File: src/rtl/dtfe_pkg.sv
`default_nettype none

package dtfe_pkg;

    localparam logic [11:0] YEAR_MIN   = 12'd1900;
    localparam logic [11:0] YEAR_MAX   = 12'd2099;
    localparam logic [3:0]  MONTH_MAX  = 4'd12;
    localparam logic [4:0]  DAY_MAX    = 5'd31;
    localparam logic [4:0]  HOUR_MAX   = 5'd23;
    localparam logic [5:0]  MINUTE_MAX = 6'd59;
    localparam logic [2:0]  NUM_FIELDS = 3'd5;

    typedef enum logic [2:0] {
        CMD_LOAD   = 3'd0,
        CMD_LEFT   = 3'd1,
        CMD_RIGHT  = 3'd2,
        CMD_INC    = 3'd3,
        CMD_DEC    = 3'd4,
        CMD_SELECT = 3'd5,
        CMD_APPLY  = 3'd6
    } cmd_t;

    typedef enum logic [2:0] {
        FLD_YEAR   = 3'd0,
        FLD_MONTH  = 3'd1,
        FLD_DAY    = 3'd2,
        FLD_HOUR   = 3'd3,
        FLD_MINUTE = 3'd4
    } field_t;

    typedef struct packed {
        cmd_t        cmd;
        logic [2:0]  field_sel;
        logic [11:0] year;
        logic [3:0]  month;
        logic [4:0]  day;
        logic [4:0]  hour;
        logic [5:0]  minute;
    } item_t;

    typedef struct packed {
        logic [11:0] year;
        logic [3:0]  month;
        logic [4:0]  day;
        logic [4:0]  hour;
        logic [5:0]  minute;
        field_t      cursor;
        logic        commit;
    } result_t;

    // Leap when divisible by four, with 1900 as the only exception in range.
    function automatic logic [4:0] month_len(input logic [3:0] m, input logic [11:0] y);
        logic leap;
        leap = (y[1:0] == 2'b00) && (y != YEAR_MIN);
        case (m) inside
            4'd4, 4'd6, 4'd9, 4'd11: month_len = 5'd30;
            4'd2:                    month_len = leap ? 5'd29 : 5'd28;
            default:                 month_len = DAY_MAX;
        endcase
    endfunction

endpackage

`default_nettype wire

File: src/rtl/datetime_field_editor.sv
// Each command is held in the input register, then in the result register.
// Throughput: one command per cycle while the output is not stalled; the edit
// is one combinational pass between the input and result registers.
// Reset (rst_n, async, active low): date 1900-01-01, time 00:00, cursor on the
// year field, both pipeline registers empty.
`default_nettype none

module datetime_field_editor (
    input  wire logic        clk,
    input  wire logic        rst_n,
    input  wire logic        in_valid,
    output logic             in_stall,
    input  wire logic [2:0]  cmd,
    input  wire logic [2:0]  field_sel,
    input  wire logic [11:0] load_year,
    input  wire logic [3:0]  load_month,
    input  wire logic [4:0]  load_day,
    input  wire logic [4:0]  load_hour,
    input  wire logic [5:0]  load_minute,
    output logic             out_valid,
    input  wire logic        out_stall,
    output logic [11:0]      year_out,
    output logic [3:0]       month_out,
    output logic [4:0]       day_out,
    output logic [4:0]       hour_out,
    output logic [5:0]       minute_out,
    output logic [2:0]       cursor_out,
    output logic             commit
);

    logic              in_vld_reg;
    dtfe_pkg::item_t   item_reg;
    logic              in_xfer;
    logic              step;
    dtfe_pkg::result_t res;
    dtfe_pkg::result_t out_data;

    // An input transfer lands in the input register. The held command steps
    // the edit state and moves into the result register whenever that register
    // is empty or its result is being transferred out this cycle.
    assign step     = in_vld_reg && (!out_valid || !out_stall);
    assign in_stall = in_vld_reg && !step;
    assign in_xfer  = in_valid && !in_stall;

    always_ff @(posedge clk or negedge rst_n)
    begin
        if (!rst_n)
            in_vld_reg <= 1'b0;
        else if (in_xfer)
            in_vld_reg <= 1'b1;
        else if (step)
            in_vld_reg <= 1'b0;
    end

    // Payload needs no reset; capture only on a transfer.
    always_ff @(posedge clk)
    begin
        if (in_xfer)
        begin
            item_reg.cmd       <= dtfe_pkg::cmd_t'(cmd);
            item_reg.field_sel <= field_sel;
            item_reg.year      <= load_year;
            item_reg.month     <= load_month;
            item_reg.day       <= load_day;
            item_reg.hour      <= load_hour;
            item_reg.minute    <= load_minute;
        end
    end

    // Edit state and the single-pass update of the held command.
    dtfe_edit u_edit (
        .clk   (clk),
        .rst_n (rst_n),
        .step  (step),
        .item  (item_reg),
        .res   (res)
    );

    // Result register: holds the post-edit values until the output transfer.
    dtfe_out_reg u_out (
        .clk   (clk),
        .rst_n (rst_n),
        .load  (step),
        .res   (res),
        .stall (out_stall),
        .vld   (out_valid),
        .data  (out_data)
    );

    assign year_out   = out_data.year;
    assign month_out  = out_data.month;
    assign day_out    = out_data.day;
    assign hour_out   = out_data.hour;
    assign minute_out = out_data.minute;
    assign cursor_out = out_data.cursor;
    assign commit     = out_data.commit;

    // The input side backs up only when the result register is full and held.
    a_stall_cause: assert property (@(posedge clk) disable iff (!rst_n)
        in_stall |-> (out_valid && out_stall))
        else $error("input stalled while result register can drain");

    a_year_range: assert property (@(posedge clk) disable iff (!rst_n)
        out_valid |-> (year_out >= dtfe_pkg::YEAR_MIN && year_out <= dtfe_pkg::YEAR_MAX))
        else $error("year out of range");

    a_date_range: assert property (@(posedge clk) disable iff (!rst_n)
        out_valid |-> (month_out >= 4'd1 && month_out <= dtfe_pkg::MONTH_MAX &&
                       day_out != 5'd0))
        else $error("month or day out of range");

    a_time_cursor: assert property (@(posedge clk) disable iff (!rst_n)
        out_valid |-> (hour_out <= dtfe_pkg::HOUR_MAX && minute_out <= dtfe_pkg::MINUTE_MAX &&
                       cursor_out < dtfe_pkg::NUM_FIELDS))
        else $error("hour, minute or cursor out of range");

endmodule

`default_nettype wire

File: src/rtl/dtfe_edit.sv
`default_nettype none

module dtfe_edit (
    input  wire logic             clk,
    input  wire logic             rst_n,
    input  wire logic             step,
    input  wire dtfe_pkg::item_t  item,
    output dtfe_pkg::result_t     res
);

    logic [11:0]      year_reg,   year_next;
    logic [3:0]       month_reg,  month_next;
    logic [4:0]       day_reg,    day_next;
    logic [4:0]       hour_reg,   hour_next;
    logic [5:0]       minute_reg, minute_next;
    dtfe_pkg::field_t cursor_reg, cursor_next;
    logic             commit;
    logic [4:0]       len;

    assign len = dtfe_pkg::month_len(month_reg, year_reg);

    always_comb
    begin
        year_next   = year_reg;
        month_next  = month_reg;
        day_next    = day_reg;
        hour_next   = hour_reg;
        minute_next = minute_reg;
        cursor_next = cursor_reg;
        commit      = 1'b0;
        unique case (item.cmd)
            dtfe_pkg::CMD_LOAD:
            begin
                // saturate every field into its range, keep the cursor
                if (item.year < dtfe_pkg::YEAR_MIN)
                    year_next = dtfe_pkg::YEAR_MIN;
                else if (item.year > dtfe_pkg::YEAR_MAX)
                    year_next = dtfe_pkg::YEAR_MAX;
                else
                    year_next = item.year;
                if (item.month == 4'd0)
                    month_next = 4'd1;
                else if (item.month > dtfe_pkg::MONTH_MAX)
                    month_next = dtfe_pkg::MONTH_MAX;
                else
                    month_next = item.month;
                day_next    = (item.day == 5'd0) ? 5'd1 : item.day;
                hour_next   = (item.hour > dtfe_pkg::HOUR_MAX) ? dtfe_pkg::HOUR_MAX
                                                               : item.hour;
                minute_next = (item.minute > dtfe_pkg::MINUTE_MAX) ? dtfe_pkg::MINUTE_MAX
                                                                   : item.minute;
            end
            dtfe_pkg::CMD_LEFT:
                cursor_next = (cursor_reg == dtfe_pkg::FLD_YEAR) ? dtfe_pkg::FLD_MINUTE
                                                                 : dtfe_pkg::field_t'(cursor_reg - 3'd1);
            dtfe_pkg::CMD_RIGHT:
                cursor_next = (cursor_reg >= dtfe_pkg::FLD_MINUTE) ? dtfe_pkg::FLD_YEAR
                                                                   : dtfe_pkg::field_t'(cursor_reg + 3'd1);
            dtfe_pkg::CMD_INC:
            begin
                unique case (cursor_reg)
                    dtfe_pkg::FLD_YEAR:
                        year_next = (year_reg >= dtfe_pkg::YEAR_MAX) ? dtfe_pkg::YEAR_MIN
                                                                     : year_reg + 12'd1;
                    dtfe_pkg::FLD_MONTH:
                        month_next = (month_reg >= dtfe_pkg::MONTH_MAX) ? 4'd1
                                                                        : month_reg + 4'd1;
                    dtfe_pkg::FLD_DAY:
                        day_next = (day_reg >= len) ? 5'd1 : day_reg + 5'd1;
                    dtfe_pkg::FLD_HOUR:
                        hour_next = (hour_reg >= dtfe_pkg::HOUR_MAX) ? 5'd0 : hour_reg + 5'd1;
                    default:
                        minute_next = (minute_reg >= dtfe_pkg::MINUTE_MAX) ? 6'd0
                                                                           : minute_reg + 6'd1;
                endcase
            end
            dtfe_pkg::CMD_DEC:
            begin
                unique case (cursor_reg)
                    dtfe_pkg::FLD_YEAR:
                        year_next = (year_reg <= dtfe_pkg::YEAR_MIN) ? dtfe_pkg::YEAR_MAX
                                                                     : year_reg - 12'd1;
                    dtfe_pkg::FLD_MONTH:
                        month_next = (month_reg <= 4'd1) ? dtfe_pkg::MONTH_MAX
                                                         : month_reg - 4'd1;
                    dtfe_pkg::FLD_DAY:
                        day_next = (day_reg <= 5'd1) ? len : day_reg - 5'd1;
                    dtfe_pkg::FLD_HOUR:
                        hour_next = (hour_reg == 5'd0) ? dtfe_pkg::HOUR_MAX : hour_reg - 5'd1;
                    default:
                        minute_next = (minute_reg == 6'd0) ? dtfe_pkg::MINUTE_MAX
                                                           : minute_reg - 6'd1;
                endcase
            end
            dtfe_pkg::CMD_SELECT:
            begin
                // drop out-of-range selections
                if (item.field_sel < dtfe_pkg::NUM_FIELDS)
                    cursor_next = dtfe_pkg::field_t'(item.field_sel);
            end
            dtfe_pkg::CMD_APPLY:
                commit = 1'b1;
            default:
            begin
            end
        endcase
    end

    always_ff @(posedge clk or negedge rst_n)
    begin
        if (!rst_n)
        begin
            year_reg   <= dtfe_pkg::YEAR_MIN;
            month_reg  <= 4'd1;
            day_reg    <= 5'd1;
            hour_reg   <= 5'd0;
            minute_reg <= 6'd0;
            cursor_reg <= dtfe_pkg::FLD_YEAR;
        end
        else if (step)
        begin
            year_reg   <= year_next;
            month_reg  <= month_next;
            day_reg    <= day_next;
            hour_reg   <= hour_next;
            minute_reg <= minute_next;
            cursor_reg <= cursor_next;
        end
    end

    assign res.year   = year_next;
    assign res.month  = month_next;
    assign res.day    = day_next;
    assign res.hour   = hour_next;
    assign res.minute = minute_next;
    assign res.cursor = cursor_next;
    assign res.commit = commit;

endmodule

`default_nettype wire

File: src/rtl/dtfe_out_reg.sv
`default_nettype none

module dtfe_out_reg (
    input  wire logic               clk,
    input  wire logic               rst_n,
    input  wire logic               load,
    input  wire dtfe_pkg::result_t  res,
    input  wire logic               stall,
    output logic                    vld,
    output dtfe_pkg::result_t       data
);

    logic              vld_reg;
    dtfe_pkg::result_t data_reg;

    // hold the result until its transfer; a load replaces it the same edge
    always_ff @(posedge clk or negedge rst_n)
    begin
        if (!rst_n)
            vld_reg <= 1'b0;
        else if (load)
            vld_reg <= 1'b1;
        else if (!stall)
            vld_reg <= 1'b0;
    end

    always_ff @(posedge clk)
    begin
        if (load)
            data_reg <= res;
    end

    assign vld  = vld_reg;
    assign data = data_reg;

endmodule

`default_nettype wire
File: config.mk
export PLATFORM = sky130hd
export DESIGN_NAME = datetime_field_editor
export DESIGN_NICKNAME = d
export VERILOG_FILES = /design/src/rtl/dtfe_pkg.sv /design/src/rtl/datetime_field_editor.sv /design/src/rtl/dtfe_edit.sv /design/src/rtl/dtfe_out_reg.sv
export SDC_FILE = /design/constraint.sdc
export NUM_CORES = 1
export LEC_CHECK = 0
export ABC_CLOCK_PERIOD_IN_PS = 3240
export BUFFER_PORTS_ARGS = -buffer_cell sky130_fd_sc_hd__buf_2
export CAP_MARGIN = 20
export CORE_UTILIZATION = 59
export DETAILED_ROUTE_END_ITERATION = 7
export PLACE_DENSITY_LB_ADDON = 0.3
export SLEW_MARGIN = 30
export SYNTH_ARGS = -nofsm -noshare
export SYNTH_HDL_FRONTEND = slang
export SYNTH_SLANG_ARGS = --single-unit
File: constraint.sdc
create_clock -name clk -period 3.24 [get_ports clk]
set_input_delay 0.162 -clock clk [delete_from_list [all_inputs] [get_ports clk]]
set_output_delay 0.162 -clock clk [all_outputs]
set_load 0.02 [all_outputs]
==> flow_summary.ini, run 1 <==
[global_route]
grt.met1_usage = 0.412
gr-usage-all-layers = 0.326
global_route_wire_length_before_repair_um = 29600
grt_antenna_before_repair = 0
first_global_vias = 5983
use_met3 = 0.0694
grt.overflow.total = 0
grt_most_used_layer = met2
grt_use_met2 = 0.534
grt_start_max_net_pins = 41

[worst_setup_path]
path_max_fanout = 13
crit_arrival_ps = 3070
endpoint_kind = register
setup.worst_path.class = register to register
critPathLaunchType = register
regToRegStartpoint = u_edit.year_reg[3]
timing.critical_path.from = u_edit.year_reg[3]
worst_ep_required_time_ps = 3340

[yosys]
synth.yosys.seq_area_share = 0.460
synth_area_mm2 = 0.00686
synth_largest_area_cell = edfxtp_1
synth_edf_count = 74
postSynthNetCount = 780
ys_top_cells_by_area = edfxtp_1, dfrtp_1, a21oi_1, ha_1, dfstp_2
ys_async_sr_fraction = 0.333
yosys_most_used_dff = edfxtp_1
synth_top_area_share = 0.324
ys_types = 86
yosys_warnings = 0
synth-seq-cells = 111
syn_inst = 716
syn-mean-instance-area_um2 = 9.59

[sta]
timing.clock.skew_ps = 8.89
max_freq_mhz = 337
final_count_of_negative_setup_slack_endpoints = 0
worstMarginPinSlew_ps = 1040
timing.final.max_slew_violations = 0
hold_viol = 0
fin_setup_tns_ps = 0
timing.final.crit_share = 0.917
period_needed_ps = 2970
fin_ws_ps = 270
rsz_0062_raised_after_global_routing = false
worst_slew_margin_rel = 0.307

[clock_tree]
cts_tree = done
tritoncts_buffers = 9
clock_sink_count = 111
cts.repair_timing.setup_buffer_count = 0
clk_root_buffer_cell = clkbuf_16
cts.clk_slew.worst_paths_ps = 70
clock_tree.htree_level_count = 3
ctsLongestPathBuffers = 2
clk-insertion-delay-late_ps = 360

[place]
worst_case_setup_slack_after_placement_ps = 167
place_hpwl_um = 12500
placement.io_buffers = 79
place.gp.congestion = 0.995

[die]
io_pins = 80
rows = 39
die_area_mm2 = 0.0121
floorplan.core_area_mm2 = 0.0114
die_height_um = 110
initial_utilization = 0.604
die_width_um = 110

[run]
max-cap-violations = 0

[pwr]
vdd_drop_max_mv = 0.449
sw_frac_of_total = 0.420
share_comb_of_total_power = 0.442
p_int_mw = 3.49
power_per_standard_cell_area_mw_per_mm2 = 747
power.total_mw = 6.02
seq_power_share = 0.385
total_leakage_power_nw = 3.17
switching_power_summed_over_all_nets_mw = 2.53
pwr-share-clk = 0.173

[detailed_routing]
wl_per_cell_um = 19.6
drt-vias-per-instance = 6.55
first_pass_iters = 5
wl_um = 18900
detailedRoute.firstIterationViolations = 489
drcViolationCount = 0
route.antenna.remaining_nets = 0
vias = 6326

[cells_and_area]
multi_input_comb_area_mm2 = 0.00336
seq_area_mm2 = 0.00316
finish.net_count = 882
num_antenna_cells = 0
area_delta_synth_final_pct = 17.5
fin_util = 0.710
max_ffs_per_register = 38
post_route_cells_drive_above_1_share = 0.192
filler_cell_count = 847

[hold_path]
worstHoldStart = in_valid
holdCritPathClass = input pin to register

[outcome]
outcome = complete, no violations
final cells by class:
| cell class | instances | area share |
|---|---|---|
| inverter | 32 | 0.0149 |
| clock inverter | 4 | 0.00295 |
| clock buffer | 12 | 0.0306 |
| tap | 143 | 0.0222 |
| multi-input combinational | 520 | 0.416 |
| timing repair buffer | 144 | 0.122 |
| sequential | 111 | 0.392 |
kinds of logic (layout without fill, tap and decap cells):
group | count (synthesis) | after routing | share of synthesized area
buf+inv | 85 | 192 | 0.0530
mux | 15 | 15 | 0.0239
simple gates | 236 | 236 | 0.171
xor+xnor | 16 | 16 | 0.0204
flops | 111 | 111 | 0.460
fa+ha+maj | 23 | 23 | 0.0416
compound gates | 230 | 230 | 0.230
through the flow:
| stage | hold WS [ps] | cells | instance area (µm²) |
|---|---|---|---|
| after detailed placement | 340 | 911 | 7390 |
| after global routing | 28.1 | 966 | 8070 |
| after floorplan | -134 | 716 | 6860 |
| after CTS | 10.1 | 966 | 8050 |
| final | 11.4 | 966 | 8070 |
| after global placement | 339 | 911 | 7390 |
worst max-delay path, cell delays in order, from the launching register on:
cell and delay, ps:
dfstp_2 680, nand4bb_1 240, o31ai_2 350, a21oi_1 140, ha_1 270, nand2b_1 180
a21oi_2 230, o211ai_1 130, a21boi_0 190, o21ai_0 140, a2bb2oi_1 150
metal layers:
metal	vias to the layer above	part of all wire
met4	0	0.033
met3	64	0.086
met5	-	0
met2	345	0.49
li1	2881	-
met1	3036	0.39
synth_stat cells, drive strengths merged (11+ instances only):
cell    count
nor3       20
a211oi     12
buf        23
inv        32
a31oi      11
nor2       61
nand2b     13
clkbuf     30
o21ai      51
mux2       11
a21oi      57
nand2      64
nand3      24
ha         22
dfrtp      28
edfxtp     74
repair_timing:
action | CTS | global route
hold buffers | 39 | 0
hold endpoints to repair | 66 | 0
resized for setup | 0 | 4
setup endpoints to repair | 0 | 4
worst paths after layout:
check | endpoint | slack, ps | cells after the start
worst max-delay path | u_out.data[15] | 270 | 10
worst min-delay path | in_vld_reg | 10 | 2
worst max register to register | u_out.data[15] | 270 | 10
worst min register to register | u_out.vld | 500 | 1
max in group asynchronous | u_edit.month_reg[1] | 2510 | 2
min in group asynchronous | u_edit.year_reg[4] | 320 | 2
cell usage in the layout, fill, tap and decap left out, types with 9 or more instances in the layout:
master,count
a21oi_1,55
ha_1,22
buf_4,27
nand3_1,24
buf_2,78
o21ai_0,43
nand2_1,63
dfstp_2,9
inv_1,31
clkbuf_16,9
dfrtp_1,28
a211oi_1,12
edfxtp_1,74
mux2_2,11
dlygate4sd3_1,39
xnor2_1,9
nor2_1,60
nor3_1,17
nand2b_1,13
a31oi_1,11
power by group through the flow:
| stage | Clock (mW) | Sequential (mW) | Combinational (mW) |
|---|---|---|---|
| 6_report | 1.04 | 2.32 | 2.66 |
| 5_1_grt | 1.10 | 2.36 | 2.90 |
| 4_1_cts | 1.04 | 2.30 | 2.58 |
| 3_5_place_dp | 0 | 2.33 | 2.52 |
| 3_3_place_gp | 0 | 2.29 | 2.47 |
| 2_1_floorplan | 0 | 2.23 | 1.91 |
(Power assumes the default switching activity.)
==> run 2, diff against run 1 <==
- RECOVER_POWER: not set -> 50
==> run 2 against run 1 <==
- the run now ends with capacitance limit, slew limit left
- clock power about the same
- global-route usage is the same
- setup slack worse by 8.2 ps
- sequential power barely moved
- critical path depth did not move
- worst hold slack better by 3.4 ps
==> flow_summary.ini, run 2 (same netlist as run 1, synthesis figures left out) <==
[detailed_routing]
drt-vias-per-instance = 6.51
wl_um = 18800
wl_per_cell_um = 19.5
first_pass_iters = 6
route.antenna.remaining_nets = 0
vias = 6291
drcViolationCount = 0
detailedRoute.firstIterationViolations = 582

[sta]
final_count_of_negative_setup_slack_endpoints = 0
hold_viol = 0
holdWs_ps = 14.8
timing.final.max_slew_violations = 77
worst_slew_margin_rel = -0.606
rsz_0062_raised_after_global_routing = false
fin_setup_tns_ps = 0
period_needed_ps = 2980
worstMarginPinSlew_ps = 2410
timing.final.crit_share = 0.919
timing.clock.skew_ps = 9.22
fin_ws_ps = 262
max_freq_mhz = 336

[clock_tree]
clock_sink_count = 111
cts_tree = done
clock_tree.htree_level_count = 3
tritoncts_buffers = 9
ctsLongestPathBuffers = 2
cts.clk_slew.worst_paths_ps = 70
clk-insertion-delay-late_ps = 360
cts.repair_timing.setup_buffer_count = 0
clk_root_buffer_cell = clkbuf_16

[global_route]
first_global_vias = 5983
global_route_wire_length_before_repair_um = 29600
gr-usage-all-layers = 0.326
grt.overflow.total = 0
grt_antenna_before_repair = 0
grt_start_max_net_pins = 41

[die]
rows = 39
die_height_um = 110
io_pins = 80
floorplan.core_area_mm2 = 0.0114
die_width_um = 110
initial_utilization = 0.604
die_area_mm2 = 0.0121

[worst_setup_path]
critical_path.n_buffers_inverters = 0
endpoint_kind = register
crit_path_cell_trace = nand4bb_1 > o31ai_2 > a21oi_1 > ha_1 > nand2b_1 > a21oi_2 > o211ai_1 > a21boi_0 > o21ai_0 > a2bb2oi_1
path_delay_family = compound AO/OA/AOI/OAI gates
worst_ep_required_time_ps = 3330
crit_slowest_cell = dfstp_2
critPathLaunchType = register
cpPeakStageDelay_ps = 680
setup.worst_path.class = register to register
crit_arrival_ps = 3070
path_max_fanout = 13

[pwr]
power_per_standard_cell_area_mw_per_mm2 = 749
power.total_mw = 5.99
total_leakage_power_nw = 3.04
vdd_drop_max_mv = 0.443

[cells_and_area]
post_route_cells_drive_above_1_share = 0.137
max_ffs_per_register = 38
finish.net_count = 882
area_delta_synth_final_pct = 16.6
layout_commonest_cell = edfxtp_1
num_antenna_cells = 0
layout.cells.most_common_list = edfxtp_1, nand2_1, nor2_1
fin_util = 0.704

[place]
placement.io_buffers = 79
place_hpwl_um = 12500
place.gp.congestion = 0.995
worst_case_setup_slack_after_placement_ps = 167

[hold_path]
holdCritPathClass = input pin to register

[outcome]
failed_checks = capacitance limit, slew limit
outcome = finished with violations

[run]
max-cap-violations = 2
## run 2: cell count changes in the layout (fill, tap and decap cells not counted), sizes merged
| cell | before | now |
|---|---|---|
| buf | 105 | 61 |
| clkbuf | 12 | 56 |
## run 2: report_power, final
group	switching (mW)	total (mW)	internal, mW
sequential	0.416	2.32	1.90
clock	0.504	1.04	0.540
combinational	1.61	2.63	1.02
## run 2: final timing paths
| check | start | to | slack, ps | depth (start not counted) |
|---|---|---|---|---|
| worst max-delay path | u_edit.year_reg[3] | u_out.data[15] | 260 | 10 |
| worst min-delay path | in_valid | in_vld_reg | 10 | 2 |
| worst max register to register | u_edit.year_reg[3] | u_out.data[15] | 260 | 10 |
| worst min register to register | in_vld_reg | u_out.vld | 500 | 1 |
| max in group asynchronous | rst_n | u_edit.cursor_reg[2] | 780 | 2 |
| min in group asynchronous | rst_n | u_edit.year_reg[4] | 1070 | 2 |
## run 2: per-stage QoR
step / cells / area (µm²)
after floorplan: 716 / 6860
after global placement: 911 / 7390
after detailed placement: 911 / 7390
after CTS: 966 / 8050
after global routing: 966 / 8000
final: 966 / 8000
## run 2: what timing repair did
action / 4_1_cts / 5_1_grt
hold endpoints to repair: 66 / 0
gates resized for setup: 0 / 4
hold buffers: 39 / 0
setup endpoints to repair: 0 / 4
## run 2: cell type report
| type | count | area [µm²] |
|---|---|---|
| inverters | 32 | 120 |
| clock buffers | 12 | 246 |
| clock inverters | 4 | 23.8 |
| flip-flops and latches | 111 | 3160 |
| well taps | 143 | 179 |
| multi-input cells | 520 | 3360 |
| repair buffers | 144 | 916 |
| fillers | 883 | 3370 |
## run 2: per-layer routing
metal / vias up / wire (µm) / GRT usage
met5: - / 0 / 0
met4: 0 / 558 / 0.153
met3: 52 / 1670 / 0.0694
met2: 332 / 9230 / 0.534
met1: 3018 / 7360 / 0.412
li1: 2889 / - / -
## run 2: worst reg2reg max path: cells and delay by family (launching register included)
| kind | cells | cell delay [ps] |
|---|---|---|
| and+or+nand+nor | 2 | 420 |
| DFF | 1 | 680 |
| adders and majority gates | 1 | 270 |
| AOI/OAI and AO/OA | 7 | 1330 |
